<file path="config.mk">
export PLATFORM = sky130hd
export DESIGN_NAME = dcc_packet_receiver_decoder
export DESIGN_NICKNAME = d
export VERILOG_FILES = /design/src/rtl/dcc_pkg.sv /design/src/rtl/dcc_queue.sv /design/src/rtl/dcc_front.sv /design/src/rtl/dcc_back.sv /design/src/rtl/dcc_packet_receiver_decoder.sv
export SDC_FILE = /design/constraint.sdc
export NUM_CORES = 1
export LEC_CHECK = 0
export BUFFER_PORTS_ARGS = -buffer_cell sky130_fd_sc_hd__buf_4
export CORE_MARGIN = 10
export CORE_UTILIZATION = 35
export CTS_CLUSTER_SIZE = 25
export DETAILED_ROUTE_END_ITERATION = 6
export GPL_ROUTABILITY_DRIVEN = 0
export MAX_ROUTING_LAYER = met4
export PLACE_DENSITY = 0.62
export RECOVER_POWER = 50
export SETUP_SLACK_MARGIN = 0.4
export SYNTH_ARGS = -nofsm -noshare
export SYNTH_HDL_FRONTEND = slang
export SYNTH_SLANG_ARGS = --single-unit
</file>
<file path="constraint.sdc">
create_clock -name clk -period 4.9 [get_ports clk]
set_clock_uncertainty 0.1 [all_clocks]
set_input_delay 1.225 -clock clk [delete_from_list [all_inputs] [get_ports clk]]
set_output_delay 1.225 -clock clk [all_outputs]
set_load 0.01 [all_outputs]
</file>
<file path="src/rtl/dcc_pkg.sv">
// Package with shared constants, types and framing helpers for the DCC packet decoder.
`timescale 1ns / 1ps
`default_nettype none

package dcc_pkg;

    // Framing of a packet on the bit history.
    localparam int PREAMBLE_BITS    = 10;
    localparam int MAX_PACKET_BYTES = 5;
    localparam int MIN_PACKET_BYTES = 3;
    localparam int HIST_W           = 64;

    // Default depth of the two queues.
    localparam int QUEUE_DEPTH = 2;

    // Register reset values.
    localparam logic [7:0]  THRESHOLD_RESET  = 8'd87;
    localparam logic [6:0]  SHORT_ADDR_RESET = 7'd3;
    localparam logic [13:0] LONG_ADDR_RESET  = 14'd0;
    localparam logic        LONG_MODE_RESET  = 1'b0;

    // Command and address bytes.
    localparam logic [7:0] CMD_SPEED128 = 8'b0011_1111;
    localparam logic [7:0] CMD_F13_F20  = 8'b1101_1110;
    localparam logic [7:0] CMD_F21_F28  = 8'b1101_1111;
    localparam logic [7:0] CMD_F29_F31  = 8'b1101_1000;
    localparam logic [7:0] IDLE_BYTE    = 8'd255;
    localparam logic [7:0] ESTOP_FWD    = 8'd129;
    localparam logic [7:0] ESTOP_REV    = 8'd1;
    localparam logic [1:0] LONG_PREFIX  = 2'b11;
    localparam logic [1:0] FUNC_PREFIX  = 2'b10;
    localparam logic [1:0] FGRP_F5_F8   = 2'b11;
    localparam logic [1:0] FGRP_F9_F12  = 2'b10;

    // Configuration register indexes.
    typedef enum logic [1:0] {
        REG_THRESHOLD  = 2'd0,
        REG_SHORT_ADDR = 2'd1,
        REG_LONG_ADDR  = 2'd2,
        REG_LONG_MODE  = 2'd3
    } reg_idx_t;

    // Action that the back end applies to an addressed packet.
    typedef enum logic [2:0] {
        OP_NONE,
        OP_SPEED,
        OP_F0_F4,
        OP_F5_F8,
        OP_F9_F12,
        OP_F13_F20,
        OP_F21_F28,
        OP_F29_F31
    } op_t;

    // Classified packet passed from the front end to the back end.
    typedef struct packed {
        logic [2:0] bytes;
        logic       ok;
        logic       adr;
        logic       rst_pattern;
        op_t        op;
        logic [7:0] arg;
    } pkt_t;

    // One result item.
    typedef struct packed {
        logic        packet_done;
        logic [2:0]  packet_bytes;
        logic        checksum_ok;
        logic        addressed;
        logic [7:0]  speed_value;
        logic        dir_flipped;
        logic [31:0] function_state;
        logic        reset_received;
        logic        service_packet;
    } result_t;

    // True when the history ends in a framed packet of n bytes.
    function automatic logic framed(logic [HIST_W-1:0] hist, int n);
        logic [HIST_W-1:0] ones;
        logic [HIST_W-1:0] zeros;
        int                pos;
        ones  = '0;
        zeros = '0;
        ones[0] = 1'b1;
        for (int k = 1; k <= MAX_PACKET_BYTES; k++) begin
            if (k <= n) begin
                zeros[9 * k] = 1'b1;
            end
        end
        for (int k = 1; k <= PREAMBLE_BITS; k++) begin
            pos = 9 * n + k;
            if (pos < HIST_W) begin
                ones[pos] = 1'b1;
            end
        end
        return ((hist & ones) == ones) && ((hist & zeros) == '0);
    endfunction

endpackage

`default_nettype wire

</file>
<file path="src/rtl/dcc_queue.sv">
// Small first-in first-out queue of a generic item type.
`timescale 1ns / 1ps
`default_nettype none

module dcc_queue #(
    parameter int  DEPTH = 2,
    parameter type T     = logic [7:0]
) (
    input  wire logic clk,
    input  wire logic rst_n,
    input  wire logic push,
    input  T          push_data,
    output logic      full,
    input  wire logic pop,
    output T          pop_data,
    output logic      empty
);

    localparam int PW = $clog2(DEPTH);
    localparam int CW = $clog2(DEPTH + 1);

    T                mem_reg [DEPTH];
    logic [PW-1:0]   wr_ptr_reg;
    logic [PW-1:0]   wr_ptr_next;
    logic [PW-1:0]   rd_ptr_reg;
    logic [PW-1:0]   rd_ptr_next;
    logic [CW-1:0]   count_reg;
    logic [CW-1:0]   count_next;

    assign full     = (count_reg == CW'(DEPTH));
    assign empty    = (count_reg == '0);
    assign pop_data = mem_reg[rd_ptr_reg];

    // Pointer and fill count updates.
    always_comb
    begin
        wr_ptr_next = wr_ptr_reg;
        rd_ptr_next = rd_ptr_reg;
        count_next  = count_reg;
        if (push) begin
            wr_ptr_next = (wr_ptr_reg == PW'(DEPTH - 1)) ? '0 : wr_ptr_reg + 1'b1;
        end
        if (pop) begin
            rd_ptr_next = (rd_ptr_reg == PW'(DEPTH - 1)) ? '0 : rd_ptr_reg + 1'b1;
        end
        case ({push, pop})
            2'b10:   count_next = count_reg + 1'b1;
            2'b01:   count_next = count_reg - 1'b1;
            default: count_next = count_reg;
        endcase
    end

    always_ff @(posedge clk or negedge rst_n)
    begin
        if (!rst_n) begin
            wr_ptr_reg <= '0;
            rd_ptr_reg <= '0;
            count_reg  <= '0;
        end else begin
            wr_ptr_reg <= wr_ptr_next;
            rd_ptr_reg <= rd_ptr_next;
            count_reg  <= count_next;
        end
    end

    // Storage needs no reset.
    always_ff @(posedge clk)
    begin
        if (push) begin
            mem_reg[wr_ptr_reg] <= push_data;
        end
    end

    // The user never pushes into a full queue or pops an empty one.
    assert property (@(posedge clk) disable iff (!rst_n) push |-> !full)
        else $error("push into a full queue");
    assert property (@(posedge clk) disable iff (!rst_n) pop |-> !empty)
        else $error("pop from an empty queue");
    assert property (@(posedge clk) disable iff (!rst_n) count_reg <= CW'(DEPTH))
        else $error("queue fill count out of range");
    assert property (@(posedge clk) disable iff (!rst_n)
        (push && !pop) |=> (count_reg == $past(count_reg) + 1'b1))
        else $error("fill count did not grow on a lone push");

endmodule

`default_nettype wire

</file>
<file path="src/rtl/dcc_front.sv">
// Front end: bit slicing, bit history, packet framing and classification.
`timescale 1ns / 1ps
`default_nettype none

module dcc_front (
    input  wire logic         clk,
    input  wire logic         rst_n,
    input  wire logic         accept,
    input  wire logic [15:0]  high_time,
    input  wire logic [7:0]   zero_bit_threshold,
    input  wire logic [6:0]   short_address,
    input  wire logic [13:0]  ext_address,
    input  wire logic         ext_address_mode,
    output dcc_pkg::pkt_t     pkt
);

    import dcc_pkg::*;

    logic [HIST_W-1:0]                 hist_reg;
    logic [HIST_W-1:0]                 hist_next;
    logic [MAX_PACKET_BYTES-1:0][7:0]  bytes_w;
    logic [2:0]                        n_bytes;
    logic [2:0]                        ci;
    logic [7:0]                        xsum;
    logic [7:0]                        top;
    logic [7:0]                        second;
    logic [7:0]                        c;
    logic [7:0]                        d;
    logic                              is_long;
    logic                              has_next;
    logic                              ok;
    logic                              adr;

    // A high time above the threshold is a zero bit.
    assign hist_next = {hist_reg[HIST_W-2:0], (high_time > {8'd0, zero_bit_threshold}) ? 1'b0
                                                                                        : 1'b1};

    always_ff @(posedge clk or negedge rst_n)
    begin
        if (!rst_n) begin
            hist_reg <= '0;
        end else if (accept) begin
            hist_reg <= hist_next;
        end
    end

    // Longest framed length, bytes and checksum.
    always_comb
    begin
        n_bytes = '0;
        xsum    = '0;
        for (int i = 0; i < MAX_PACKET_BYTES; i++) begin
            bytes_w[i] = hist_next[9 * i + 1 +: 8];
        end
        for (int i = MIN_PACKET_BYTES; i <= MAX_PACKET_BYTES; i++) begin
            if (framed(hist_next, i)) begin
                n_bytes = 3'(i);
            end
        end
        for (int i = 0; i < MAX_PACKET_BYTES; i++) begin
            if (3'(i) < n_bytes) begin
                xsum = xsum ^ bytes_w[i];
            end
        end
    end

    // Address byte, command byte and operand byte.
    always_comb
    begin
        top    = '0;
        second = '0;
        c      = '0;
        d      = '0;
        for (int i = 0; i < MAX_PACKET_BYTES; i++) begin
            if (3'(i) == n_bytes - 3'd1) begin
                top = bytes_w[i];
            end
            if (3'(i) == n_bytes - 3'd2) begin
                second = bytes_w[i];
            end
        end
        is_long  = (top[7:6] == LONG_PREFIX);
        ci       = is_long ? n_bytes - 3'd3 : n_bytes - 3'd2;
        has_next = (ci != 3'd0);
        for (int i = 0; i < MAX_PACKET_BYTES; i++) begin
            if (3'(i) == ci) begin
                c = bytes_w[i];
            end
            if (3'(i + 1) == ci) begin
                d = bytes_w[i];
            end
        end
    end

    // Checksum and address match.
    always_comb
    begin
        ok  = (n_bytes != 3'd0) && (xsum == 8'd0);
        adr = 1'b0;
        if (ok && (top != IDLE_BYTE)) begin
            if (ext_address_mode) begin
                adr = is_long && ({top[5:0], second} == ext_address);
            end else begin
                adr = (top == {1'b0, short_address});
            end
        end
    end

    // Command decode into an action for the back end.
    always_comb
    begin
        pkt.bytes       = n_bytes;
        pkt.ok          = ok;
        pkt.adr         = adr;
        pkt.rst_pattern = (top == 8'd0) && (second == 8'd0);
        pkt.op          = OP_NONE;
        pkt.arg         = d;
        if (adr) begin
            if (c == CMD_SPEED128) begin
                pkt.op = has_next ? OP_SPEED : OP_NONE;
            end else if (c[7:6] == FUNC_PREFIX) begin
                pkt.arg = c;
                case (c[5:4])
                    FGRP_F5_F8:  pkt.op = OP_F5_F8;
                    FGRP_F9_F12: pkt.op = OP_F9_F12;
                    default:     pkt.op = OP_F0_F4;
                endcase
            end else if (has_next) begin
                case (c)
                    CMD_F13_F20: pkt.op = OP_F13_F20;
                    CMD_F21_F28: pkt.op = OP_F21_F28;
                    CMD_F29_F31: pkt.op = OP_F29_F31;
                    default:     pkt.op = OP_NONE;
                endcase
            end
        end
    end

endmodule

`default_nettype wire

</file>
<file path="src/rtl/dcc_back.sv">
// Back end: applies classified packets to speed, function and service-mode state.
`timescale 1ns / 1ps
`default_nettype none

module dcc_back (
    input  wire logic       clk,
    input  wire logic       rst_n,
    input  wire logic       fire,
    input  dcc_pkg::pkt_t   pkt,
    output dcc_pkg::result_t res
);

    import dcc_pkg::*;

    logic [7:0]  speed_reg;
    logic [7:0]  speed_next;
    logic [31:0] func_reg;
    logic [31:0] func_next;
    logic        flag_reg;
    logic        flag_next;
    logic        dchg;
    logic        rst;
    logic        svc;

    // Packet execution.
    always_comb
    begin
        speed_next = speed_reg;
        func_next  = func_reg;
        flag_next  = flag_reg;
        dchg       = 1'b0;
        rst        = 1'b0;
        svc        = 1'b0;
        if (pkt.ok) begin
            if (pkt.adr) begin
                flag_next = 1'b0;
                unique case (pkt.op)
                    OP_SPEED:
                    begin
                        speed_next = pkt.arg;
                        dchg       = speed_reg[7] ^ pkt.arg[7];
                    end
                    OP_F0_F4:   func_next[4:0]   = {pkt.arg[3:0], pkt.arg[4]};
                    OP_F5_F8:   func_next[8:5]   = pkt.arg[3:0];
                    OP_F9_F12:  func_next[12:9]  = pkt.arg[3:0];
                    OP_F13_F20: func_next[20:13] = pkt.arg;
                    OP_F21_F28: func_next[28:21] = pkt.arg;
                    OP_F29_F31: func_next[31:29] = pkt.arg[2:0];
                    OP_NONE:    func_next        = func_reg;
                endcase
            end else if (flag_reg) begin
                svc = 1'b1;
            end else if (pkt.rst_pattern) begin
                speed_next = speed_reg[7] ? ESTOP_FWD : ESTOP_REV;
                func_next  = '0;
                flag_next  = 1'b1;
                rst        = 1'b1;
            end
        end
    end

    // Result item for this packet.
    always_comb
    begin
        res.packet_done    = (pkt.bytes != 3'd0);
        res.packet_bytes   = pkt.bytes;
        res.checksum_ok    = pkt.ok;
        res.addressed      = pkt.adr;
        res.speed_value    = speed_next;
        res.dir_flipped    = dchg;
        res.function_state = func_next;
        res.reset_received = rst;
        res.service_packet = svc;
    end

    always_ff @(posedge clk or negedge rst_n)
    begin
        if (!rst_n) begin
            speed_reg <= '0;
            func_reg  <= '0;
            flag_reg  <= 1'b0;
        end else if (fire) begin
            speed_reg <= speed_next;
            func_reg  <= func_next;
            flag_reg  <= flag_next;
        end
    end

    // A reset packet leaves all functions off and the service flag armed.
    assert property (@(posedge clk) disable iff (!rst_n)
        (fire && res.reset_received) |-> (res.function_state == 32'd0))
        else $error("reset packet left functions active");
    assert property (@(posedge clk) disable iff (!rst_n)
        (fire && res.reset_received) |=> flag_reg)
        else $error("reset packet did not arm the service flag");
    assert property (@(posedge clk) disable iff (!rst_n)
        fire |-> !(res.service_packet && res.addressed))
        else $error("service packet reported as addressed");
    assert property (@(posedge clk) disable iff (!rst_n)
        (fire && res.dir_flipped) |-> (res.addressed && res.checksum_ok))
        else $error("direction change without an executed packet");

endmodule

`default_nettype wire

</file>
<file path="src/rtl/dcc_packet_receiver_decoder.sv">
// Top level of the DCC packet receiver and decoder with its register port.
//
//  Channel   Direction  Handshake            Payload
//  input     in         push / full          high_time
//  result    out        pop / empty          packet_done ... service_packet
//  config    in         APB psel/penable     paddr, pwdata, prdata
//
// One input transfer gives one result transfer; a new item is taken every cycle
// while full is low. The result is registered in the packet queue and then in the
// result queue: the front end classifies the bit as it is taken and writes the
// packet queue at that same edge, and the back end moves it into the result queue
// once that queue has room. Both queues decouple the sides, so a stalled pop only
// backs up into full once both queues are filled. Reset clears the bit history,
// the speed, the functions, the service flag and the registers to their defaults.
`timescale 1ns / 1ps
`default_nettype none

module dcc_packet_receiver_decoder #(
    parameter int QUEUE_DEPTH = dcc_pkg::QUEUE_DEPTH
) (
    input  wire logic        clk,
    input  wire logic        rst_n,
    input  wire logic        push,
    output logic             full,
    input  wire logic [15:0] high_time,
    output logic             empty,
    input  wire logic        pop,
    output logic             packet_done,
    output logic [2:0]       packet_bytes,
    output logic             checksum_ok,
    output logic             addressed,
    output logic [7:0]       speed_value,
    output logic             dir_flipped,
    output logic [31:0]      function_state,
    output logic             reset_received,
    output logic             service_packet,
    input  wire logic        psel,
    input  wire logic        penable,
    input  wire logic        pwrite,
    input  wire logic [3:0]  paddr,
    input  wire logic [31:0] pwdata,
    output logic [31:0]      prdata,
    output logic             pready
);

    import dcc_pkg::*;

    logic [7:0]  threshold_reg;
    logic [6:0]  short_addr_reg;
    logic [13:0] long_addr_reg;
    logic        long_mode_reg;
    logic        cfg_write;
    reg_idx_t    reg_idx;
    logic        in_accept;
    logic        mid_empty;
    logic        out_full;
    logic        out_empty;
    logic        fire;
    pkt_t        front_pkt;
    pkt_t        mid_pkt;
    result_t     back_res;
    result_t     out_res;

    // Register port.
    assign pready    = 1'b1;
    assign cfg_write = psel && penable && pwrite && pready;
    assign reg_idx   = reg_idx_t'(paddr[3:2]);

    always_ff @(posedge clk or negedge rst_n)
    begin
        if (!rst_n) begin
            threshold_reg  <= THRESHOLD_RESET;
            short_addr_reg <= SHORT_ADDR_RESET;
            long_addr_reg  <= LONG_ADDR_RESET;
            long_mode_reg  <= LONG_MODE_RESET;
        end else if (cfg_write) begin
            unique case (reg_idx)
                REG_THRESHOLD:  threshold_reg  <= pwdata[7:0];
                REG_SHORT_ADDR: short_addr_reg <= pwdata[6:0];
                REG_LONG_ADDR:  long_addr_reg  <= pwdata[13:0];
                REG_LONG_MODE:  long_mode_reg  <= pwdata[0];
            endcase
        end
    end

    always_comb
    begin
        unique case (reg_idx)
            REG_THRESHOLD:  prdata = {24'd0, threshold_reg};
            REG_SHORT_ADDR: prdata = {25'd0, short_addr_reg};
            REG_LONG_ADDR:  prdata = {18'd0, long_addr_reg};
            REG_LONG_MODE:  prdata = {31'd0, long_mode_reg};
        endcase
    end

    // Front end and packet queue.
    assign in_accept = push && !full;

    dcc_front u_front (
        .clk                (clk),
        .rst_n              (rst_n),
        .accept             (in_accept),
        .high_time          (high_time),
        .zero_bit_threshold (threshold_reg),
        .short_address      (short_addr_reg),
        .ext_address        (long_addr_reg),
        .ext_address_mode   (long_mode_reg),
        .pkt                (front_pkt)
    );

    dcc_queue #(
        .DEPTH (QUEUE_DEPTH),
        .T     (pkt_t)
    ) u_pkt_queue (
        .clk       (clk),
        .rst_n     (rst_n),
        .push      (in_accept),
        .push_data (front_pkt),
        .full      (full),
        .pop       (fire),
        .pop_data  (mid_pkt),
        .empty     (mid_empty)
    );

    // Back end runs whenever a packet waits and the result queue has room.
    assign fire = !mid_empty && !out_full;

    dcc_back u_back (
        .clk   (clk),
        .rst_n (rst_n),
        .fire  (fire),
        .pkt   (mid_pkt),
        .res   (back_res)
    );

    dcc_queue #(
        .DEPTH (QUEUE_DEPTH),
        .T     (result_t)
    ) u_res_queue (
        .clk       (clk),
        .rst_n     (rst_n),
        .push      (fire),
        .push_data (back_res),
        .full      (out_full),
        .pop       (pop && !out_empty),
        .pop_data  (out_res),
        .empty     (out_empty)
    );

    // Result ports.
    assign empty          = out_empty;
    assign packet_done    = out_res.packet_done;
    assign packet_bytes   = out_res.packet_bytes;
    assign checksum_ok    = out_res.checksum_ok;
    assign addressed      = out_res.addressed;
    assign speed_value    = out_res.speed_value;
    assign dir_flipped    = out_res.dir_flipped;
    assign function_state = out_res.function_state;
    assign reset_received = out_res.reset_received;
    assign service_packet = out_res.service_packet;

endmodule

`default_nettype wire

</file>
### After elaboration in Yosys (flattened, before gate mapping)

Memories as Yosys holds them, arrays and structs flattened.
Cells that the tools add are included.
Widths: inputs -> output; s select.

| storage, ports and cells | value |
|---|---|
| bits in registers | 134 |
| memories | 2 |
| input bits | 59 |
| output and inout port bits | 84 |
| RAM bits | 132 |
| logic and storage cells | 199 |

Memories:

| memory | words | width | rd ports | clocked after memory_dff | write ports | RTL line | source |
|---|---|---|---|---|---|---|---|
| u_res_queue.mem_reg | 2 | 49 | 1 | 0 | 1 | dcc_queue.sv:22 | `T mem_reg [DEPTH];` |
| u_pkt_queue.mem_reg | 2 | 17 | 1 | 0 | 1 | dcc_queue.sv:22 |  |

| cells by class | value |
|---|---|
| reductions and logical operators | 38 |
| bitwise operators | 5 |
| $add $sub $neg | 11 |
| multiplexer cells | 80 |
| magnitude comparators | 6 |
| equality and inequality tests | 43 |

Operators with widths:

| operator | count |
|---|---|
| $mux 8 | 35 |
| $logic_not 64->1 | 3 |
| $mux 32 | 4 |
| $pmux 32 s4 | 1 |
| $eq 11x11->1 const B | 3 |
| $xor 8x8->8 | 4 |
| $eq 8x8->1 const B | 3 |
| $logic_not 8->1 | 3 |
| $mux 1 | 24 |
| $mux 3 | 7 |
| $eq 2x2->1 const B | 10 |
| $eq 2x3->1 const A | 6 |
| $gt 16x8->1 | 1 |
| $eq 14x14->1 | 1 |
| $eq 3x3->1 const A | 4 |
| $eq 3x3->1 const B | 4 |
| $logic_and 1x1->1 | 12 |
| $mux 11 | 1 |
| $reduce_and 2->1 | 5 |
| $eq 1x3->1 const A | 3 |
| $logic_not 3->1 | 3 |
| $pmux 3 s3 | 1 |
| $reduce_bool 3->1 | 3 |
| $eq 8x6->1 const B | 1 |
| 22 further kinds | 41 |

### Logic depth before layout (Yosys ltp)

Gate-level depths: netlist of run 1.

| depth | value |
|---|---|
| depth after elaboration | 28 |
| depth in mapped cells | 19 |
| mapped depth without buffers | 18 |

### Cells and area by module

Synthesis of run 1 repeated with hierarchy kept, for this count alone.

| unflattened totals | value |
|---|---|
| cell total of the unflattened synthesis | 1248 |
| area, all modules | 14556.5 µm² |

By module, submodules not included:

| module | instances | area each (µm²) | seq. area each (µm²) | cells an instance |
|---|---|---|---|---|
| dcc_front | 1 | 5122.4 | 1376.3 | 601 |
| dcc_queue (u_res_queue) | 1 | 3973.8 | 3042.9 | 169 |
| dcc_back | 1 | 2428.6 | 1026.0 | 286 |
| dcc_packet_receiver_decoder | 1 | 1570.3 | 759.5 | 123 |
| dcc_queue (u_pkt_queue) | 1 | 1461.4 | 1121.1 | 69 |

### Worst setup path before layout of run 1

OpenSTA, ideal clock, no wires.

| timing path | value |
|---|---|
| path type | input port to flip-flop |
| from | input port high_time[7] |
| to | memory u_pkt_queue.mem_reg[0][0] (netlist name) (data pin) |
| arrival | 5.464 ns |
| stages | 16 |
| data required time | 4.538 ns |
| path buffers | 1 |
| path slack | -0.926 ns |
| library setup time | 0.262 ns |
| cells stage by stage | ha_1 nand4_1 nor2_1 a211oi_1 nor2_1 nand3_1 ha_1 buf_1 nand3_1 a2111oi_4 o2bb2ai_2 nor2_2 or4_4 nor4b_4 nand4_4 mux2_4 |

RTL lines:

| what | RTL line | source |
|---|---|---|
| start: declaration | dcc_packet_receiver_decoder.sv:25 | `input wire logic [15:0] high_time,` |
| end: declaration | dcc_queue.sv:22 |  |

==> impl_metrics.csv, run 1 <==
group,metric,value,unit
pwr,power_density,501,mW/mm^2
clock_network,clk_latency,0.58,ns
synth,syn_area,0.0144,sq mm
synth,synth_most_common_cell,"mux2_2",
sta,slew_headroom,-123,%
critical_path,critPathRequiredTime,5.12,ns
sta,fin_crit_sh,95.8,%
sta,fmax,213,MHz
pwr,max-vdd-ir-drop,0.253,mV
critical_path,cpMaxStageDelayCell,"or4_4",
synth,yosysWarnings,0,
job,cap_violations,7,
die,pin_count,143,
global_routing,grtUsageTotal,16.1,%
sta,tightest_slew,3.35,ns
final_layout,num-fill-cells,3831,
critical_path,startpoint_type,"input pin",
synth,synth_area_leaders,"edfxtp_1 (28%), dfrtp_1 (22%), mux2_2 (12%)",
final_layout,final_util,43.7,%
die,die_width,223,microns
global_routing,antenna_found_initial,0,
routing,wl,40.3,mm
clock_network,clock_sinks,266,
synth,synthFlopType,"edfxtp_1",
critical_path,end_kind,"register",
final_layout,n_antenna_cell,0,
synth,async_flop_share,50.4,%
pwr,switchingPower,2890,uW
sta,fin_crit,4.69,ns
sta,drv_slew,302,
synth,synth_edf_count,132,
routing,drc,1,
pwr,clkPwrFrac,26.5,%
clock_network,cts_tree,"built",
die,die_height,223,microns
pwr,seqPwrFrac,41.1,%
placement,io_buffer_count,103,
die,die-area,0.0497,sq mm
pwr,p_int,6030,uW
run_status,status,"finished, violations left",
routing,drt-pass1-iter-count,7,
final_layout,area_growth,23.6,%
synth,synth_top_area_cell,"edfxtp_1",
global_routing,grt_first_pass_wirelength,63.5,mm
synth,synth_seq_cells,266,
routing,via_per_inst,5.49,
clock_network,clkTransAtPathRegs,0.06,ns
clock_network,cts_inserted_buffers,29,
clock_network,cts_root_buf,"clkbuf_16",
placement,dp_hpwl,28.3,mm
critical_path,cp.arrival,4.91,ns
die,coreArea,0.0407,sq mm
pwr,swShare,32.4,%
final_layout,multi_input_area,0.00685,sq mm
hold_path,worstHoldPathType,"reg2reg",
global_routing,grt.overflow.total,0,
pwr,p_leak,0.00710,uW
final_layout,layout-drive-gt1-share,33.2,%
run_status,violations,"DRC, capacitance limit, slew limit",
synth,ys_types,84,
sta,finalHoldViolCount,0,
final_layout,seq_area,0.00733,sq mm
sta,finalSetupViolCount,0,
routing,vias,11228,
final_layout,largest_reg_flops,98,
synth,synth_top_area_share,27.5,%
clock_network,cts_hold_buf,0,
sta,tns,0,ns
routing,wire_per_inst,19.7,microns
sta,rsz0062_at_grt,"yes",
synth,syn_area_per_cell,11.0,sq um
synth,ys_seq_area_share,50.9,%
final_layout,design_area,0.0178,sq mm
routing,drt_iter0_drc,1127,
routing,ant_nets,0,
clock_network,clockBufferDepth,3,
global_routing,grt_max_degree,86,
clock_network,htree_levels,1,
final_layout,nNetsFinal,1563,
critical_path,cp_cell_sequence,"buf_6, ha_4, nor2b_1, o211ai_1, buf_4, a211oi_4, nor2_4, nand3_4, buf_6, ha_4, nand3_4, a2111oi_4, buf_4, o2bb2ai_4, nor2_2, or4_4, nor4b_4, nand4_4, mux2_4",
placement,placed_area,0.0166,sq mm
global_routing,grt_pass1_vias,11201,
critical_path,worstSetupPathType,"in2reg",
pwr,combPwrFrac,32.4,%
critical_path,cpPeakStageDelay,0.55,ns
die,floorplan.initialDensity,35.4,%
synth,syn-instance-count,1315,
synth,synth_common_cells,"mux2_2 (148), edfxtp_1 (132), dfrtp_1 (127)",
die,rows,74,
critical_path,crit_fanout,8,
## metal layers
metal	wire [microns]	track usage, %	up-vias
li1	-	-	5197
met4	1650	5.71	0
met1	17000	20.5	5453
met5	0	-	-
met3	2960	2.93	119
met2	18600	25.2	459
## power groups by stage
stage / sequential [uW] / clock (uW) / combinational, uW
detailed placement: 3710 / 0 / 2920
global route: 3760 / 2500 / 3170
finish: 3670 / 2370 / 2890
global placement: 3660 / 0 / 2860
CTS: 3670 / 2420 / 2950
floorplan: 3490 / 0 / 1950
## per-stage QoR
| stage | hold WS [ns] | total power, uW | worst slack, ns | std cells |
|---|---|---|---|---|
| 2_1_floorplan | 0.343 | 5440 | -0.135 | 1332 |
| 3_3_place_gp | 0.356 | 6530 | -0.345 | 1982 |
| 3_5_place_dp | 0.362 | 6630 | -0.477 | 1982 |
| 4_1_cts | 0.376 | 9040 | 0.245 | 2043 |
| 5_1_grt | 0.388 | 9420 | 0.0243 | 2045 |
| 6_report | 0.372 | 8920 | 0.208 | 2045 |
## layout make-up
type                       count  share of cell area, %
clock inverter                21                   1.62
multi-input combinational    917                   38.5
sequential                   266                   41.2
clock buffer                  33                   4.22
inverter                      38                  0.815
timing repair buffer         238                   9.99
tap                          532                   3.74
## critical path, delay by kind of cell
kind	cells	cell delay, ns
muxes	1	0.37
buffers and inverters	4	0.59
and+or+nand+nor	8	1.48
adders and majority gates	2	0.39
AOI/OAI and AO/OA	4	0.88
## what timing repair did
| action | in CTS | in global routing |
|---|---|---|
| resized for setup | 20 | 11 |
| setup buffers | 7 | 2 |
| setup endpoints to repair | 24 | 24 |
| pin swaps | 7 | 5 |
## cells by family (layout without fill, tap and decap cells)
kind of cell | count (synthesis) | count (layout) | synth area share (%)
xor+xnor | 46 | 46 | 2.99
other cells | 2 | 19 | 0.0521
buf+inv | 149 | 330 | 4.50
compound gates | 269 | 269 | 12.9
mux | 174 | 174 | 13.6
flops | 266 | 266 | 50.9
simple gates | 395 | 395 | 13.9
fa+ha+maj | 14 | 14 | 1.22
## final timing paths
| check | startpoint | to | slack, ns | depth (start not counted) |
|---|---|---|---|---|
| max | high_time[1] | u_pkt_queue.mem_reg[1][4]$_DFFE_PP_ | 0.21 | 19 |
| min | u_back.func_reg[29]$_DFFE_PN0P_ | u_back.func_reg[29]$_DFFE_PN0P_ | 0.37 | 2 |
| max reg2reg | u_front.hist_reg[8]$_DFFE_PN0P_ | u_pkt_queue.mem_reg[1][9]$_DFFE_PP_ | 0.22 | 16 |
| min reg2reg | u_back.func_reg[29]$_DFFE_PN0P_ | u_back.func_reg[29]$_DFFE_PN0P_ | 0.37 | 2 |
| max in group asynchronous | rst_n | u_back.func_reg[3]$_DFFE_PN0P_ | 1.07 | 2 |
| min in group asynchronous | rst_n | u_front.hist_reg[31]$_DFFE_PN0P_ | 1.20 | 1 |
## cells in the final DEF (no fill, tap or decap), types with 13 or more instances in the layout
cell type,n
buf_4,220
mux2_2,142
edfxtp_1,132
dfrtp_1,127
nand2_1,118
nor2_1,97
o21ai_0,57
a21oi_1,44
inv_1,35
a211oi_1,34
xnor2_1,31
clkbuf_16,29
nand3_1,24
nor4_1,21
mux2i_1,19
conb_1,19
nand4_1,17
nor3_1,17
o31ai_1,14
o211ai_1,13
xor2_1,13
clkbuf_1,13
(Power assumes the default switching activity.)
==> run 2, diff against run 1 <==
CTS_CLUSTER_SIZE = 28   (was 25)
GPL_TIMING_DRIVEN = 0   (was unset)
MAX_ROUTING_LAYER = unset   (was met4)
==> impl_metrics.csv, run 2 (synthesized netlist as in run 1, its figures left out) <==
group,metric,value,unit
run_status,status,"finished, violations left",
run_status,violations,"DRC, capacitance limit, slew limit",
routing,ant_nets,0,
sta,slew_headroom,-122,%
placement,io_buffer_count,103,
final_layout,layout_commonest_cell,"buf_4",
global_routing,antenna_found_initial,0,
sta,fin_crit_sh,97.7,%
die,die-area,0.0497,sq mm
die,coreArea,0.0407,sq mm
global_routing,grtUsageTotal,15.8,%
die,floorplan.initialDensity,35.4,%
final_layout,final_util,43.5,%
placement,placed_area,0.0162,sq mm
clock_network,clk_latency,0.59,ns
global_routing,grt.overflow.total,0,
routing,drt_iter0_drc,1074,
global_routing,grt_max_degree,77,
job,cap_violations,2,
die,pin_count,143,
clock_network,cts_inserted_buffers,30,
critical_path,end_kind,"register",
routing,drt-pass1-iter-count,7,
final_layout,area_growth,23.1,%
sta,whs,0.377,ns
final_layout,layout-drive-gt1-share,30.7,%
final_layout,design_area,0.0177,sq mm
sta,finalHoldViolCount,0,
critical_path,path_buf_inv,1,
clock_network,cts_hold_buf,0,
sta,fmax,209,MHz
critical_path,worstSetupPathType,"reg2reg",
clock_network,clock_sinks,266,
sta,fin_crit,4.79,ns
critical_path,cpPeakStageDelay,0.75,ns
routing,via_per_inst,5.53,
clock_network,clkTransAtPathRegs,0.06,ns
clock_network,clockBufferDepth,3,
pwr,power,8770,uW
final_layout,largest_reg_flops,98,
final_layout,mostFrequentLayoutCells,"buf_4 (161), mux2_2 (142), edfxtp_1 (132), dfrtp_1 (126), nand2_1 (117)",
routing,vias,11452,
placement,place_ws,-1.29,ns
final_layout,nNetsFinal,1589,
die,die_height,223,microns
routing,wire_per_inst,20.0,microns
sta,tightest_slew,3.34,ns
clock_network,htree_levels,1,
global_routing,grt_pass1_vias,11250,
routing,drc,14,
pwr,power_density,495,mW/mm^2
sta,drv_slew,79,
global_routing,grt_first_pass_wirelength,64.1,mm
sta,rsz0062_at_grt,"yes",
placement,dp_hpwl,28.9,mm
critical_path,cpMaxStageDelayCell,"nor4_2",
hold_path,worstHoldPathType,"reg2reg",
clock_network,cts_tree,"built",
die,rows,74,
critical_path,critPathRequiredTime,5.12,ns
routing,wl,41.5,mm
final_layout,n_antenna_cell,0,
critical_path,startpoint_type,"register",
critical_path,critical-path-top-delay-family,"simple AND/OR/NAND/NOR gates",
pwr,max-vdd-ir-drop,0.290,mV
clock_network,cts_root_buf,"clkbuf_16",
die,die_width,223,microns
sta,finalSetupViolCount,0,
critical_path,cp_cell_sequence,"or3_2, nor4_2, clkbuf_1, o21ai_1, a21oi_2, nor2_2, xnor3_1, nand3b_1, nor4b_4, nand4_4, mux2_4",
critical_path,crit_fanout,10,
sta,setup_slack,0.111,ns
pwr,p_leak,0.00695,uW
critical_path,cp.arrival,5.01,ns
[run 2: cell types whose count changed in the layout (fill, tap and decap cells not counted), moves of 6 or more]
| cell | previous run | this run |
|---|---|---|
| buf_4 | 220 | 161 |
| clkbuf_1 | 13 | 72 |
| clkbuf_2 | 1 | 11 |
| buf_1 | 0 | 7 |
| bufinv_16 | 6 | 0 |
[run 2: what timing repair did]
| action | CTS | global route |
|---|---|---|
| pin swaps | 20 | 18 |
| resized for setup | 40 | 44 |
| endpoints found under the setup margin | 28 | 28 |
| buffers inserted | 25 | 18 |
| cloned | 0 | 1 |
| hold endpoints to repair | 0 | 0 |
[run 2: where the power goes]
group	switching [uW]	internal (uW)	leakage [uW]
Combinational	1770	1380	0.00347
Sequential	249	3270	0.00303
Clock	952	1160	0.000443
Total	2970	5800	0.00695
[run 2: worst reg2reg max path: cells and delay by family (launching register included)]
kind,cells,cell delay (ns)
AO/OA/AOI/OAI,2,0.48
buffers and inverters,1,0.59
flip-flops,1,0.42
AND/OR/NAND/NOR,6,2.21
multiplexers,1,0.36
XOR/XNOR,1,0.36
[run 2: per-layer routing]
metal  vias up  track usage, %  routed length [microns]
met5         -           0.704                       55
met4         2            6.82                     1980
met1      5545            20.0                    17100
li1       5267               -                        -
met3       148            3.66                     3260
met2       490            25.2                    19100
[run 2: cell type report]
cell class                      instances  area, sq um
Fill cell                            3808        23000
Buffer                                111          558
Tap cell                              532          666
Sequential cell                       266         7330
Inverter                               38          150
Clock buffer                           38          791
Multi-Input combinational cell        918         6920
Timing Repair Buffer                  151         1180
Clock inverter                         17          139
[run 2: worst paths after layout]
kind | startpoint | end | slack, ns | cells past startpoint
worst min register to register | u_back.speed_reg[4]$_DFFE_PN0P_ | u_back.speed_reg[4]$_DFFE_PN0P_ | 0.38 | 2
worst min-delay path | u_back.speed_reg[4]$_DFFE_PN0P_ | u_back.speed_reg[4]$_DFFE_PN0P_ | 0.38 | 2
worst max register to register | u_front.hist_reg[17]$_DFFE_PN0P_ | u_pkt_queue.mem_reg[0][5]$_DFFE_PP_ | 0.11 | 11
worst max-delay path | u_front.hist_reg[17]$_DFFE_PN0P_ | u_pkt_queue.mem_reg[0][5]$_DFFE_PP_ | 0.11 | 11
max in group asynchronous | rst_n | u_front.hist_reg[10]$_DFFE_PN0P_ | 1.14 | 1
min in group asynchronous | rst_n | u_front.hist_reg[9]$_DFFE_PN0P_ | 1.66 | 1
[run 2: metrics by stage]
stage / instances / setup TNS, ns
2_1_floorplan: 1332 / -1.28
3_3_place_gp: 1967 / -39.84
3_5_place_dp: 1972 / -29.65
4_1_cts: 2052 / -0.00188
5_1_grt: 2071 / -0.378
6_report: 2071 / 0
